`src/rtl/atce_pkg.sv`:
```
// ----------------------------------------------------------------------------
// Ashkin-Teller chain energy package
// Opcodes, register indexes, controller states and the command and status
// bundles shared between the controller and the datapath.
// ----------------------------------------------------------------------------
package atce_pkg;

   // Width of the ring length register and of ring positions.
   localparam int LEN_W    = 9;
   // Width of the energy result.
   localparam int ENERGY_W = 32;
   // Width of the walk counter: it must hold a ring length plus two.
   localparam int CNT_W    = 10;
   // Pipeline depth from the last memory read to an updated accumulator.
   localparam int DRAIN_CYCLES = 3;
   // Position of the newest site in the five-site window of a flip.
   localparam int FLIP_LAST_READ = 4;

   typedef enum logic [1:0] {
      OP_WRITE  = 2'd0,
      OP_TOTAL  = 2'd1,
      OP_FLIP_G = 2'd2,
      OP_FLIP_S = 2'd3
   } op_type;

   typedef enum logic [2:0] {
      REG_CHAIN_LENGTH  = 3'd0,
      REG_COUP_S_NEAR   = 3'd1,
      REG_COUP_S_NEXT   = 3'd2,
      REG_COUP_G_NEAR   = 3'd3,
      REG_COUP_G_NEXT   = 3'd4,
      REG_COUP_ONSITE   = 3'd5,
      REG_COUP_MIX_NEAR = 3'd6,
      REG_COUP_MIX_NEXT = 3'd7
   } reg_index_type;

   typedef enum logic [2:0] {
      ST_CLEAR,
      ST_IDLE,
      ST_DECODE,
      ST_READ,
      ST_DRAIN,
      ST_FINISH
   } state_type;

   typedef struct packed {
      logic req_load;   // capture the accepted request
      logic start;      // set up a walk: load address, clear accumulator
      logic rd;         // read one site and step the address
      logic use_term;   // the site read now completes a term to accumulate
      logic wr;         // store the request's spins at its site
      logic out_load;   // load the result register
   } cmd_type;

   typedef struct packed {
      op_type           op;
      logic             bad;       // write or flip site index not below the ring length
      logic [LEN_W-1:0] ring_len;  // clamped ring length
      logic             clr_busy;  // spin memory clearing pass running
   } status_type;

endpackage

```
`src/rtl/atce_spin_mem.sv`:
```
// ----------------------------------------------------------------------------
// Ashkin-Teller spin memory
// One entry per site holding the S and sigma bits, one registered read and
// one write per cycle, writes ignored during the clearing sweep after reset.
// ----------------------------------------------------------------------------
module atce_spin_mem #(
   parameter int MAX_SITES = 256
) (
   input  logic                         clock,
   input  logic                         reset,
   input  logic                         we,
   input  logic [$clog2(MAX_SITES)-1:0] waddr,
   input  logic [1:0]                   wdata,
   input  logic                         re,
   input  logic [$clog2(MAX_SITES)-1:0] raddr,
   output logic [1:0]                   rdata,
   output logic                         clr_busy
);

   localparam int AW = $clog2(MAX_SITES);
   localparam logic [AW-1:0] LAST_ADDR = AW'(MAX_SITES - 1);

   logic [1:0]    mem [MAX_SITES];
   logic [1:0]    rdata_ff;
   logic          clr_busy_ff;
   logic [AW-1:0] clr_addr_ff;

   // Sweep every entry to zero (both spins -1) once after reset.
   always_ff @(posedge clock) begin
      if (reset) begin
         clr_busy_ff <= 1'b1;
         clr_addr_ff <= '0;
      end else if (clr_busy_ff) begin
         clr_addr_ff <= clr_addr_ff + 1'b1;
         clr_busy_ff <= (clr_addr_ff != LAST_ADDR);
      end
   end

   always_ff @(posedge clock) begin
      if (clr_busy_ff) begin
         mem[clr_addr_ff] <= 2'b00;
      end else if (we) begin
         mem[waddr] <= wdata;
      end
   end

   always_ff @(posedge clock) begin
      if (re) begin
         rdata_ff <= mem[raddr];
      end
   end

   assign rdata    = rdata_ff;
   assign clr_busy = clr_busy_ff;

endmodule

```
`src/rtl/atce_datapath.sv`:
```
// ----------------------------------------------------------------------------
// Ashkin-Teller chain energy datapath
// Configuration registers, request capture, ring address generation, a
// five-site spin window, the coupling term adder and the energy accumulator.
// ----------------------------------------------------------------------------
module atce_datapath #(
   parameter int MAX_SITES  = 256,
   parameter int COUP_WIDTH = 16
) (
   input  logic                              clock,
   input  logic                              reset,
   input  logic                              csr_we,
   input  logic [2:0]                        csr_index,
   input  logic [((COUP_WIDTH > 9) ? COUP_WIDTH : 9)-1:0] csr_wdata,
   input  logic [1:0]                        req_opcode,
   input  logic [7:0]                        req_site_index,
   input  logic                              req_spin_s_bit,
   input  logic                              req_spin_g_bit,
   input  atce_pkg::cmd_type                 cmd,
   output atce_pkg::status_type              status,
   output logic signed [atce_pkg::ENERGY_W-1:0] rsp_energy,
   output logic                              rsp_bad_index
);

   localparam int CW    = COUP_WIDTH;
   localparam int TW    = COUP_WIDTH + 4;
   localparam int AW    = $clog2(MAX_SITES);
   localparam int LW    = atce_pkg::LEN_W;
   localparam int EW    = atce_pkg::ENERGY_W;
   localparam int CAP   = (MAX_SITES > 511) ? 511 : MAX_SITES;
   localparam logic [LW-1:0] LEN_CAP = LW'(CAP);
   localparam logic [LW-1:0] LEN_MIN = LW'(3);
   localparam logic [LW-1:0] LEN_RST = LW'(256);

   // Configuration registers.
   logic [LW-1:0]          chain_len_ff;
   logic signed [CW-1:0]   coup_ff [7];

   // Captured request.
   atce_pkg::op_type       op_ff;
   logic [7:0]             idx_ff;
   logic                   spin_s_ff;
   logic                   spin_g_ff;

   // Walk state.
   logic [LW-1:0]          addr_ff, addr_in;
   logic [4:0]             ws_ff, wg_ff;
   logic                   rd_q_ff, use_q_ff, use_qq_ff, use_qqq_ff;
   logic signed [TW-1:0]   term_ff;
   logic                   neg_ff;
   logic signed [EW-1:0]   acc_ff;
   logic signed [EW-1:0]   energy_ff;
   logic                   bad_ff;

   logic [LW-1:0]          ring_len;
   logic                   bad;
   logic [LW:0]            flip_sum;
   logic [LW-1:0]          flip_start;
   logic [LW-1:0]          addr_inc;
   logic [1:0]             mem_rdata;
   logic                   clr_busy;
   logic signed [CW-1:0]   tc [7];
   logic                   tb [7];
   logic signed [TW-1:0]   term_sum;
   logic                   term_neg;
   logic signed [EW-1:0]   acc_ext;
   logic signed [EW-1:0]   acc_add;

   function automatic logic signed [CW:0] signed_coup(logic signed [CW-1:0] c, logic pos);
      logic signed [CW:0] w;
      w = (CW+1)'(c);
      return pos ? w : -w;
   endfunction

   // ---------------------------------------------------------------- config
   always_ff @(posedge clock) begin
      if (reset) begin
         chain_len_ff <= LEN_RST;
         for (int k = 0; k < 7; k++) begin
            coup_ff[k] <= '0;
         end
      end else if (csr_we) begin
         unique case (atce_pkg::reg_index_type'(csr_index))
            atce_pkg::REG_CHAIN_LENGTH:  chain_len_ff <= csr_wdata[LW-1:0];
            atce_pkg::REG_COUP_S_NEAR:   coup_ff[0] <= csr_wdata[CW-1:0];
            atce_pkg::REG_COUP_S_NEXT:   coup_ff[1] <= csr_wdata[CW-1:0];
            atce_pkg::REG_COUP_G_NEAR:   coup_ff[2] <= csr_wdata[CW-1:0];
            atce_pkg::REG_COUP_G_NEXT:   coup_ff[3] <= csr_wdata[CW-1:0];
            atce_pkg::REG_COUP_ONSITE:   coup_ff[4] <= csr_wdata[CW-1:0];
            atce_pkg::REG_COUP_MIX_NEAR: coup_ff[5] <= csr_wdata[CW-1:0];
            atce_pkg::REG_COUP_MIX_NEXT: coup_ff[6] <= csr_wdata[CW-1:0];
            default: ;
         endcase
      end
   end

   always_comb begin
      if (chain_len_ff < LEN_MIN) begin
         ring_len = LEN_MIN;
      end else if (chain_len_ff > LEN_CAP) begin
         ring_len = LEN_CAP;
      end else begin
         ring_len = chain_len_ff;
      end
   end

   // --------------------------------------------------------------- request
   always_ff @(posedge clock) begin
      if (cmd.req_load) begin
         op_ff     <= atce_pkg::op_type'(req_opcode);
         idx_ff    <= req_site_index;
         spin_s_ff <= req_spin_s_bit;
         spin_g_ff <= req_spin_g_bit;
      end
   end

   assign bad = (op_ff != atce_pkg::OP_TOTAL) && ({1'b0, idx_ff} >= ring_len);

   // ------------------------------------------------------------- addresses
   // A flip walks from two sites behind the flipped one; the total walks from
   // site zero and wraps once to pick up the last two neighbors.
   assign flip_sum   = (LW+1)'(idx_ff) + (LW+1)'(ring_len) - (LW+1)'(2);
   assign flip_start = (flip_sum >= (LW+1)'(ring_len)) ?
                       LW'(flip_sum - (LW+1)'(ring_len)) : LW'(flip_sum);
   assign addr_inc   = (addr_ff + 1'b1 == ring_len) ? '0 : addr_ff + 1'b1;

   always_comb begin
      addr_in = addr_ff;
      if (cmd.start) begin
         addr_in = (op_ff == atce_pkg::OP_TOTAL) ? '0 : flip_start;
      end else if (cmd.rd) begin
         addr_in = addr_inc;
      end
   end

   always_ff @(posedge clock) begin
      addr_ff <= addr_in;
   end

   atce_spin_mem #(
      .MAX_SITES (MAX_SITES)
   ) u_spin_mem (
      .clock    (clock),
      .reset    (reset),
      .we       (cmd.wr),
      .waddr    (AW'(idx_ff)),
      .wdata    ({spin_s_ff, spin_g_ff}),
      .re       (cmd.rd),
      .raddr    (AW'(addr_ff)),
      .rdata    (mem_rdata),
      .clr_busy (clr_busy)
   );

   // ---------------------------------------------------------------- window
   // Bit 4 is the newest site; for a flip bit 2 is the flipped site.
   always_ff @(posedge clock) begin
      if (rd_q_ff) begin
         ws_ff <= {mem_rdata[1], ws_ff[4:1]};
         wg_ff <= {mem_rdata[0], wg_ff[4:1]};
      end
   end

   always_ff @(posedge clock) begin
      if (reset) begin
         rd_q_ff    <= 1'b0;
         use_q_ff   <= 1'b0;
         use_qq_ff  <= 1'b0;
         use_qqq_ff <= 1'b0;
      end else begin
         rd_q_ff    <= cmd.rd;
         use_q_ff   <= cmd.rd & cmd.use_term;
         use_qq_ff  <= use_q_ff;
         use_qqq_ff <= use_qq_ff;
      end
   end

   // ------------------------------------------------------------------ term
   // Seven signed couplings per term. For the total each sign is the product
   // of the two spins of a bond at site two of the window, and the sum enters
   // negated. For a flip the signs are the other spins of each term and the sum is
   // scaled by twice the flipped spin.
   always_comb begin
      unique case (op_ff)
         atce_pkg::OP_FLIP_G: begin
            tc[0] = coup_ff[2]; tb[0] = wg_ff[3];
            tc[1] = coup_ff[2]; tb[1] = wg_ff[1];
            tc[2] = coup_ff[3]; tb[2] = wg_ff[4];
            tc[3] = coup_ff[3]; tb[3] = wg_ff[0];
            tc[4] = coup_ff[4]; tb[4] = ws_ff[2];
            tc[5] = coup_ff[5]; tb[5] = ws_ff[3];
            tc[6] = coup_ff[6]; tb[6] = ws_ff[4];
            term_neg = ~wg_ff[2];
         end
         atce_pkg::OP_FLIP_S: begin
            tc[0] = coup_ff[0]; tb[0] = ws_ff[3];
            tc[1] = coup_ff[0]; tb[1] = ws_ff[1];
            tc[2] = coup_ff[1]; tb[2] = ws_ff[4];
            tc[3] = coup_ff[1]; tb[3] = ws_ff[0];
            tc[4] = coup_ff[4]; tb[4] = wg_ff[2];
            tc[5] = coup_ff[5]; tb[5] = wg_ff[1];
            tc[6] = coup_ff[6]; tb[6] = wg_ff[0];
            term_neg = ~ws_ff[2];
         end
         default: begin
            tc[0] = coup_ff[0]; tb[0] = ws_ff[2] ~^ ws_ff[3];
            tc[1] = coup_ff[1]; tb[1] = ws_ff[2] ~^ ws_ff[4];
            tc[2] = coup_ff[2]; tb[2] = wg_ff[2] ~^ wg_ff[3];
            tc[3] = coup_ff[3]; tb[3] = wg_ff[2] ~^ wg_ff[4];
            tc[4] = coup_ff[4]; tb[4] = ws_ff[2] ~^ wg_ff[2];
            tc[5] = coup_ff[5]; tb[5] = wg_ff[2] ~^ ws_ff[3];
            tc[6] = coup_ff[6]; tb[6] = wg_ff[2] ~^ ws_ff[4];
            term_neg = 1'b1;
         end
      endcase
   end

   always_comb begin
      term_sum = '0;
      for (int k = 0; k < 7; k++) begin
         term_sum = term_sum + TW'(signed_coup(tc[k], tb[k]));
      end
   end

   always_ff @(posedge clock) begin
      if (use_qq_ff) begin
         term_ff <= term_sum;
         neg_ff  <= term_neg;
      end
   end

   // ----------------------------------------------------------- accumulator
   always_comb begin
      acc_ext = EW'(term_ff);
      if (op_ff != atce_pkg::OP_TOTAL) begin
         acc_ext = acc_ext <<< 1;
      end
      acc_add = neg_ff ? -acc_ext : acc_ext;
   end

   always_ff @(posedge clock) begin
      if (cmd.start) begin
         acc_ff <= '0;
      end else if (use_qqq_ff) begin
         acc_ff <= acc_ff + acc_add;
      end
   end

   always_ff @(posedge clock) begin
      if (cmd.out_load) begin
         energy_ff <= bad ? '0 : acc_ff;
         bad_ff    <= bad;
      end
   end

   assign rsp_energy    = energy_ff;
   assign rsp_bad_index = bad_ff;

   assign status.op       = op_ff;
   assign status.bad      = bad;
   assign status.ring_len = ring_len;
   assign status.clr_busy = clr_busy;

endmodule

```
`src/rtl/atce_ctrl.sv`:
```
// ----------------------------------------------------------------------------
// Ashkin-Teller chain energy controller
// Sequences request capture, site writes, memory walks and result delivery.
// ----------------------------------------------------------------------------
module atce_ctrl (
   input  logic                 clock,
   input  logic                 reset,
   input  logic                 req_valid,
   output logic                 req_ready,
   output logic                 rsp_valid,
   input  logic                 rsp_ready,
   input  atce_pkg::status_type status,
   output atce_pkg::cmd_type    cmd
);

   localparam int CW = atce_pkg::CNT_W;

   atce_pkg::state_type state_ff, state_in;
   logic [CW-1:0]       cnt_ff, cnt_in;
   logic                rsp_valid_ff, rsp_valid_in;
   logic [CW-1:0]       last_read;
   logic                out_free;

   assign last_read = (status.op == atce_pkg::OP_TOTAL) ?
                      CW'(status.ring_len) + CW'(1) : CW'(atce_pkg::FLIP_LAST_READ);
   assign out_free  = !rsp_valid_ff || rsp_ready;

   // Next state.
   always_comb begin
      state_in = state_ff;
      unique case (state_ff)
         atce_pkg::ST_CLEAR: begin
            if (!status.clr_busy) state_in = atce_pkg::ST_IDLE;
         end
         atce_pkg::ST_IDLE: begin
            if (req_valid) state_in = atce_pkg::ST_DECODE;
         end
         atce_pkg::ST_DECODE: begin
            if (status.bad) begin
               state_in = atce_pkg::ST_FINISH;
            end else if (status.op == atce_pkg::OP_WRITE) begin
               state_in = atce_pkg::ST_IDLE;
            end else begin
               state_in = atce_pkg::ST_READ;
            end
         end
         atce_pkg::ST_READ: begin
            if (cnt_ff == last_read) state_in = atce_pkg::ST_DRAIN;
         end
         atce_pkg::ST_DRAIN: begin
            if (cnt_ff == CW'(atce_pkg::DRAIN_CYCLES - 1)) state_in = atce_pkg::ST_FINISH;
         end
         atce_pkg::ST_FINISH: begin
            if (out_free) state_in = atce_pkg::ST_IDLE;
         end
         default: state_in = atce_pkg::ST_IDLE;
      endcase
   end

   // Outputs and counter.
   always_comb begin
      cmd          = '0;
      cnt_in       = cnt_ff;
      req_ready    = 1'b0;
      rsp_valid_in = rsp_valid_ff && !rsp_ready;
      unique case (state_ff)
         atce_pkg::ST_CLEAR: ;
         atce_pkg::ST_IDLE: begin
            req_ready    = 1'b1;
            cmd.req_load = req_valid;
         end
         atce_pkg::ST_DECODE: begin
            cnt_in = '0;
            if (!status.bad) begin
               cmd.wr    = (status.op == atce_pkg::OP_WRITE);
               cmd.start = (status.op != atce_pkg::OP_WRITE);
            end
         end
         atce_pkg::ST_READ: begin
            cmd.rd       = 1'b1;
            cmd.use_term = (status.op == atce_pkg::OP_TOTAL) ?
                           (cnt_ff >= CW'(2)) : (cnt_ff == last_read);
            cnt_in       = (cnt_ff == last_read) ? '0 : cnt_ff + 1'b1;
         end
         atce_pkg::ST_DRAIN: begin
            cnt_in = cnt_ff + 1'b1;
         end
         atce_pkg::ST_FINISH: begin
            if (out_free) begin
               cmd.out_load = 1'b1;
               rsp_valid_in = 1'b1;
            end
         end
         default: ;
      endcase
   end

   always_ff @(posedge clock) begin
      if (reset) begin
         state_ff     <= atce_pkg::ST_CLEAR;
         cnt_ff       <= '0;
         rsp_valid_ff <= 1'b0;
      end else begin
         state_ff     <= state_in;
         cnt_ff       <= cnt_in;
         rsp_valid_ff <= rsp_valid_in;
      end
   end

   assign rsp_valid = rsp_valid_ff;

endmodule

```
`src/rtl/ashkin_teller_chain_energy_unit.sv`:
```
// A site write returns to idle straight after its decode; a flip reads the five
// sites around the flipped one and a total energy the ring plus two wrapped
// sites, each walk followed by a pipeline drain. One item is in work at a time.
// Throughput is set by the spin memory walk, read one site a cycle, and by rsp_ready.
// Reset is synchronous; afterwards a clearing pass over all MAX_SITES entries
// sets every spin to -1, and no request is taken until it completes.
// ----------------------------------------------------------------------------
// Ashkin-Teller chain energy unit
// Stores a periodic ring of S and sigma spins and computes the ring energy
// or the exact energy change of a single spin flip from Q8.8 couplings as a Q24.8 result.
// ----------------------------------------------------------------------------
module ashkin_teller_chain_energy_unit #(
   parameter int MAX_SITES  = 256,
   parameter int COUP_WIDTH = 16
) (
   input  logic                                        clock,
   input  logic                                        reset,
   // Configuration write port.
   input  logic                                        csr_we,
   input  logic [2:0]                                  csr_index,
   input  logic [((COUP_WIDTH > 9) ? COUP_WIDTH : 9)-1:0] csr_wdata,
   // Request channel.
   input  logic                                        req_valid,
   output logic                                        req_ready,
   input  logic [1:0]                                  req_opcode,
   input  logic [7:0]                                  req_site_index,
   input  logic                                        req_spin_s_bit,
   input  logic                                        req_spin_g_bit,
   // Result channel.
   output logic                                        rsp_valid,
   input  logic                                        rsp_ready,
   output logic signed [31:0]                          rsp_energy,
   output logic                                        rsp_bad_index
);

   // The controller and the datapath talk only through these two bundles.
   atce_pkg::cmd_type    cmd;
   atce_pkg::status_type status;

   // The controller captures a request when it is idle, then either stores a
   // site, flags a bad index, or runs a walk over the spin memory. A flip
   // walks the five sites centered on the flipped one; the total walks the
   // whole ring plus two wrapped sites so that every bond is seen once.
   atce_ctrl u_ctrl (
      .clock     (clock),
      .reset     (reset),
      .req_valid (req_valid),
      .req_ready (req_ready),
      .rsp_valid (rsp_valid),
      .rsp_ready (rsp_ready),
      .status    (status),
      .cmd       (cmd)
   );

   // The datapath holds the configuration, the spins, a sliding window of
   // five sites and a three-stage pipeline from memory read to accumulator.
   // The result register frees the controller to take the next transfer
   // while a finished result still waits on the result channel.
   atce_datapath #(
      .MAX_SITES  (MAX_SITES),
      .COUP_WIDTH (COUP_WIDTH)
   ) u_datapath (
      .clock          (clock),
      .reset          (reset),
      .csr_we         (csr_we),
      .csr_index      (csr_index),
      .csr_wdata      (csr_wdata),
      .req_opcode     (req_opcode),
      .req_site_index (req_site_index),
      .req_spin_s_bit (req_spin_s_bit),
      .req_spin_g_bit (req_spin_g_bit),
      .cmd            (cmd),
      .status         (status),
      .rsp_energy     (rsp_energy),
      .rsp_bad_index  (rsp_bad_index)
   );

`ifndef NO_ASSERTIONS
   // Only one request is in work at a time: a transfer closes the input side.
   assert property (@(posedge clock) disable iff (reset)
      req_valid && req_ready |=> !req_ready)
      else $error("request taken while the previous one is in work");

   // A bad index always reports a zero energy.
   assert property (@(posedge clock) disable iff (reset)
      rsp_valid && rsp_bad_index |-> rsp_energy == 32'sd0)
      else $error("bad index result carries a nonzero energy");

   // Right after reset nothing is offered and no request is taken, since
   // the spin memory is then being cleared.
   assert property (@(posedge clock)
      $past(reset) |-> !rsp_valid && !req_ready)
      else $error("handshake active directly after reset");
`endif

endmodule

```
`config.mk`:
```
export PLATFORM = sky130hd
export DESIGN_NAME = ashkin_teller_chain_energy_unit
export DESIGN_NICKNAME = d
export VERILOG_FILES = /design/src/rtl/atce_pkg.sv /design/src/rtl/atce_spin_mem.sv /design/src/rtl/atce_datapath.sv /design/src/rtl/atce_ctrl.sv /design/src/rtl/ashkin_teller_chain_energy_unit.sv
export SDC_FILE = /design/constraint.sdc
export NUM_CORES = 2
export LEC_CHECK = 0
export BUFFER_PORTS_ARGS = -buffer_cell sky130_fd_sc_hd__clkbuf_2
export CELL_PAD_IN_SITES_DETAIL_PLACEMENT = 1
export CELL_PAD_IN_SITES_GLOBAL_PLACEMENT = 1
export CORE_ASPECT_RATIO = 1.75
export CORE_UTILIZATION = 30
export DETAILED_ROUTE_END_ITERATION = 7
export GPL_ROUTABILITY_DRIVEN = 0
export MAX_ROUTING_LAYER = met4
export PLACE_DENSITY_LB_ADDON = 0.1
export REMOVE_ABC_BUFFERS = 1
export SKIP_LAST_GASP = 1
export SLEW_MARGIN = 20
export SYNTH_ARGS = -nofsm -noshare
export SYNTH_HDL_FRONTEND = slang
export SYNTH_SLANG_ARGS = --single-unit
```
`constraint.sdc`:
```
create_clock -name clock -period 11.5 [get_ports clock]
set_clock_uncertainty 0.2 [all_clocks]
set_input_delay 1.725 -clock clock [delete_from_list [all_inputs] [get_ports clock]]
set_output_delay 1.725 -clock clock [all_outputs]
set_load 0.02 [all_outputs]
```
==> flow_metrics.tcl <==
set metrics [dict create \
    cts_tree "built" \
    post_cts_buffers 0 \
    stdcell_count 5590 \
    ctsHoldBuffers 0 \
    nets 3909 \
    slew_violations 0 \
    synth-seq-area-share_pct 53.9 \
    tns_ns 0 \
    cp_max_fo 83 \
    grt_setup_unrepaired "no" \
    startpoint_type "flip-flop" \
    chipWidth_um 285 \
    layout_commonest_cell "edfxtp_1" \
    vias 28500 \
    clk_pin_slew_ns 0.06 \
    die_y_um 498 \
    setup_violations 0 \
    hold_viol 0 \
    io_buffers 70 \
    grt_pass1_vias 31700 \
    antenna_found_initial 7 \
    core_area_um2 139000 \
    numCtsBuffers 84 \
    synth_edf_count 711 \
    clock-sinks 779 \
    crit_type "flip-flop to flip-flop" \
    io_pins 71 \
    cts_root_buf "clkbuf_16" \
    fmax_mhz 122 \
    synthesis.area_um2 42100 \
    worst_pin_slew_ns 1.17 \
    end_kind "flip-flop" \
    dp.cells 5427 \
    synth.avg_cell_area_um2 11.6 \
    ys_ff_latch 779 \
    start_util_pct 30.3 \
    status "complete, no violations" \
    ant_nets 0 \
    drv_cap 0 \
    grt_start_max_net_pins 95 \
    rows 181 \
    htreeDepth 3 \
    drt_iter0_drc 1142 \
    clkLatencyLatePin_ns 0.71 \
    finalCritPeriodShare_pct 71.4 \
    area_delta_synth_final_pct 13.0 \
    leakagePower_nw 16.4 \
    post_drt_via_cell_ratio 5.10 \
    drt_pass1_iterations 5 \
    p_per_area_nw_per_um2 160 \
    required_ns 11.71 \
    drc 0 \
    grt_pass1_wl_um 216000 \
    wirelength_um 150000 \
    dp_hpwl_um 109000 \
    yosys_warnings 0 \
    synth_cell_types 82 \
    ctsResizeCount 0 \
    grt_usage_pct 21.6 \
    critPathArrivalTime_ns 8.42 \
    design.die.area_um2 142000 \
    synthArstFlopShare_pct 0 \
    ys.flop_type "edfxtp_1" \
    clockBufferDepth 3 \
    overflow 0 \
    routedWlPerCell_um 26.7 \
    synthCells 3642 \
    final_cell_mix "edfxtp_1, nor2_1, nand2_1, a21oi_1, mux2i_1" \
    slew_headroom_pct 20.1 \
    hold_class "flip-flop to flip-flop" \
    ir_drop_uv 112 \
    period_needed_ns 8.21 \
    drive_above_1_share_pct 11.7 \
]
[routing by layer]
metal / part of all wire [%] / track usage (%) / up-vias / routed length [um]
met3: 1.8 / 1.96 / 232 / 2730
met1: 34 / 20.1 / 14600 / 51400
met2: 59 / 43.7 / 390 / 88600
li1: - / - / 13300 / -
met4: 4.6 / 9.37 / 0 / 6820
met5: 0 / - / - / 0
[worst max-delay path, stage by stage (launching register included)]
cell and delay [ns]:
edfxtp_1 0.33, buf_4 0.66, nand2_1 0.74, o21ai_0 0.36, a211o_1 0.44, o21ai_0 0.19
fa_1 0.51, inv_1 0.05, ha_1 0.21, fa_1 0.41, a21o_1 0.20, a21oi_1 0.27
o21ai_0 0.16, a31o_2 0.27, a21o_1 0.20, a31oi_1 0.34, xnor2_1 0.19, fa_1 0.46
ha_1 0.37, nand2_1 0.07, o21ai_0 0.39, a211oi_1 0.13, o41ai_1 0.45, a21oi_1 0.14
xnor2_1 0.14
[sequential cells by signal, indices dropped and copies added (netlist names), 2 cells and up]
signal and count:
u_ctrl.state_ff 3, u_datapath.u_spin_mem.mem 512, u_datapath.ws_ff 5, u_datapath.coup_ff 112, u_datapath.op_ff 2, u_datapath.term_ff 20
u_ctrl.cnt_ff 10, u_datapath.idx_ff 8, u_datapath.wg_ff 5, u_datapath.acc_ff 32, u_datapath.u_spin_mem.clr_addr_ff 8, u_datapath.u_spin_mem.rdata 2
u_datapath.addr_ff 9, u_datapath.chain_len_ff 9, u_datapath.rsp_energy 32
[synthesized netlist by cell type (all sizes together) (6+ instances only)]
library cell  count  area share [%]
o21a             13            0.23
a31oi            33            0.49
o31ai             8            0.14
o22ai            48            0.71
o21ai           141             1.7
a2111oi           7            0.15
fa               75             3.6
clkbuf          139             1.2
buf              49            0.55
nor2b            61            0.91
nand4            11            0.16
a221oi            6            0.14
xnor2           131             2.7
inv             181             1.6
o211ai           12            0.23
xor2             86             1.8
and3             13            0.19
mux2             39             1.0
o21bai           12            0.21
nor3             76            0.90
nand2           231             2.1
mux4             74             4.0
nand3            54            0.65
a21oi           229             2.7
a211oi           23            0.41
or2               9            0.13
o221ai           32            0.67
nand2b           49            0.73
and2             20            0.30
nor2            542             4.9
dfxtp            68             3.2
or3              15            0.25
a21o             42            0.75
edfxtp          711              51
mux2i           196             4.7
nor4             19            0.30
ha              114             3.4
[worst paths after layout]
kind,from,end,slack [ns],depth (start not counted)
setup / recovery,u_datapath.op_ff[1],u_datapath.term_ff[18],3.29,24
hold / removal,u_datapath.use_q_ff,u_datapath.use_qq_ff,0.24,1
setup reg to reg,u_datapath.op_ff[1],u_datapath.term_ff[18],3.29,24
hold reg to reg,u_datapath.use_q_ff,u_datapath.use_qq_ff,0.24,1
[where the power goes]
| group | switching, W | total [W] | internal (W) |
|---|---|---|---|
| Combinational | 0.00103 | 0.00163 | 0.000606 |
| Sequential | 0.0000503 | 0.00323 | 0.00318 |
| Clock | 0.00123 | 0.00276 | 0.00154 |
[stage by stage]
| stage | hold WS, ns | power, W | setup WS [ns] | instance area (um^2) | util (%) |
|---|---|---|---|---|---|
| 2_1_floorplan | 0.200 | 0.00429 | 2.44 | 41400 | - |
| 3_3_place_gp | 0.238 | 0.00494 | 3.41 | 44700 | 32.2 |
| 3_5_place_dp | 0.239 | 0.00495 | 3.40 | 44700 | 32.2 |
| 4_1_cts | 0.253 | 0.00775 | 3.31 | 47500 | 34.2 |
| 5_1_grt | 0.269 | 0.00793 | 2.79 | 47600 | 34.2 |
| 6_report | 0.243 | 0.00763 | 3.29 | 47600 | 34.2 |
[kinds of logic (layout without fill, tap and decap cells)]
family | count (synthesis) | in the layout | share of synthesized area (%)
muxes | 309 | 309 | 9.66
adders and majority gates | 189 | 189 | 6.95
and+or+nand+nor | 1123 | 1123 | 11.9
xor gates and xnor gates | 218 | 218 | 4.57
other | 0 | 4 | 0
DFF | 779 | 779 | 53.9
AOI/OAI and AO/OA | 655 | 655 | 9.58
buffers and inverters | 369 | 483 | 3.41
[cell type report]
cell class	instances	area, um^2
Multi-Input combinational cell	2494	18100
Sequential cell	779	22700
Clock inverter	56	588
Fill cell	15200	91500
Antenna cell	4	10.0
Clock buffer	102	2220
Timing Repair Buffer	144	951
Inverter	181	679
Tap cell	1830	2290
Note: power is estimated with default switching activity, not from simulation.
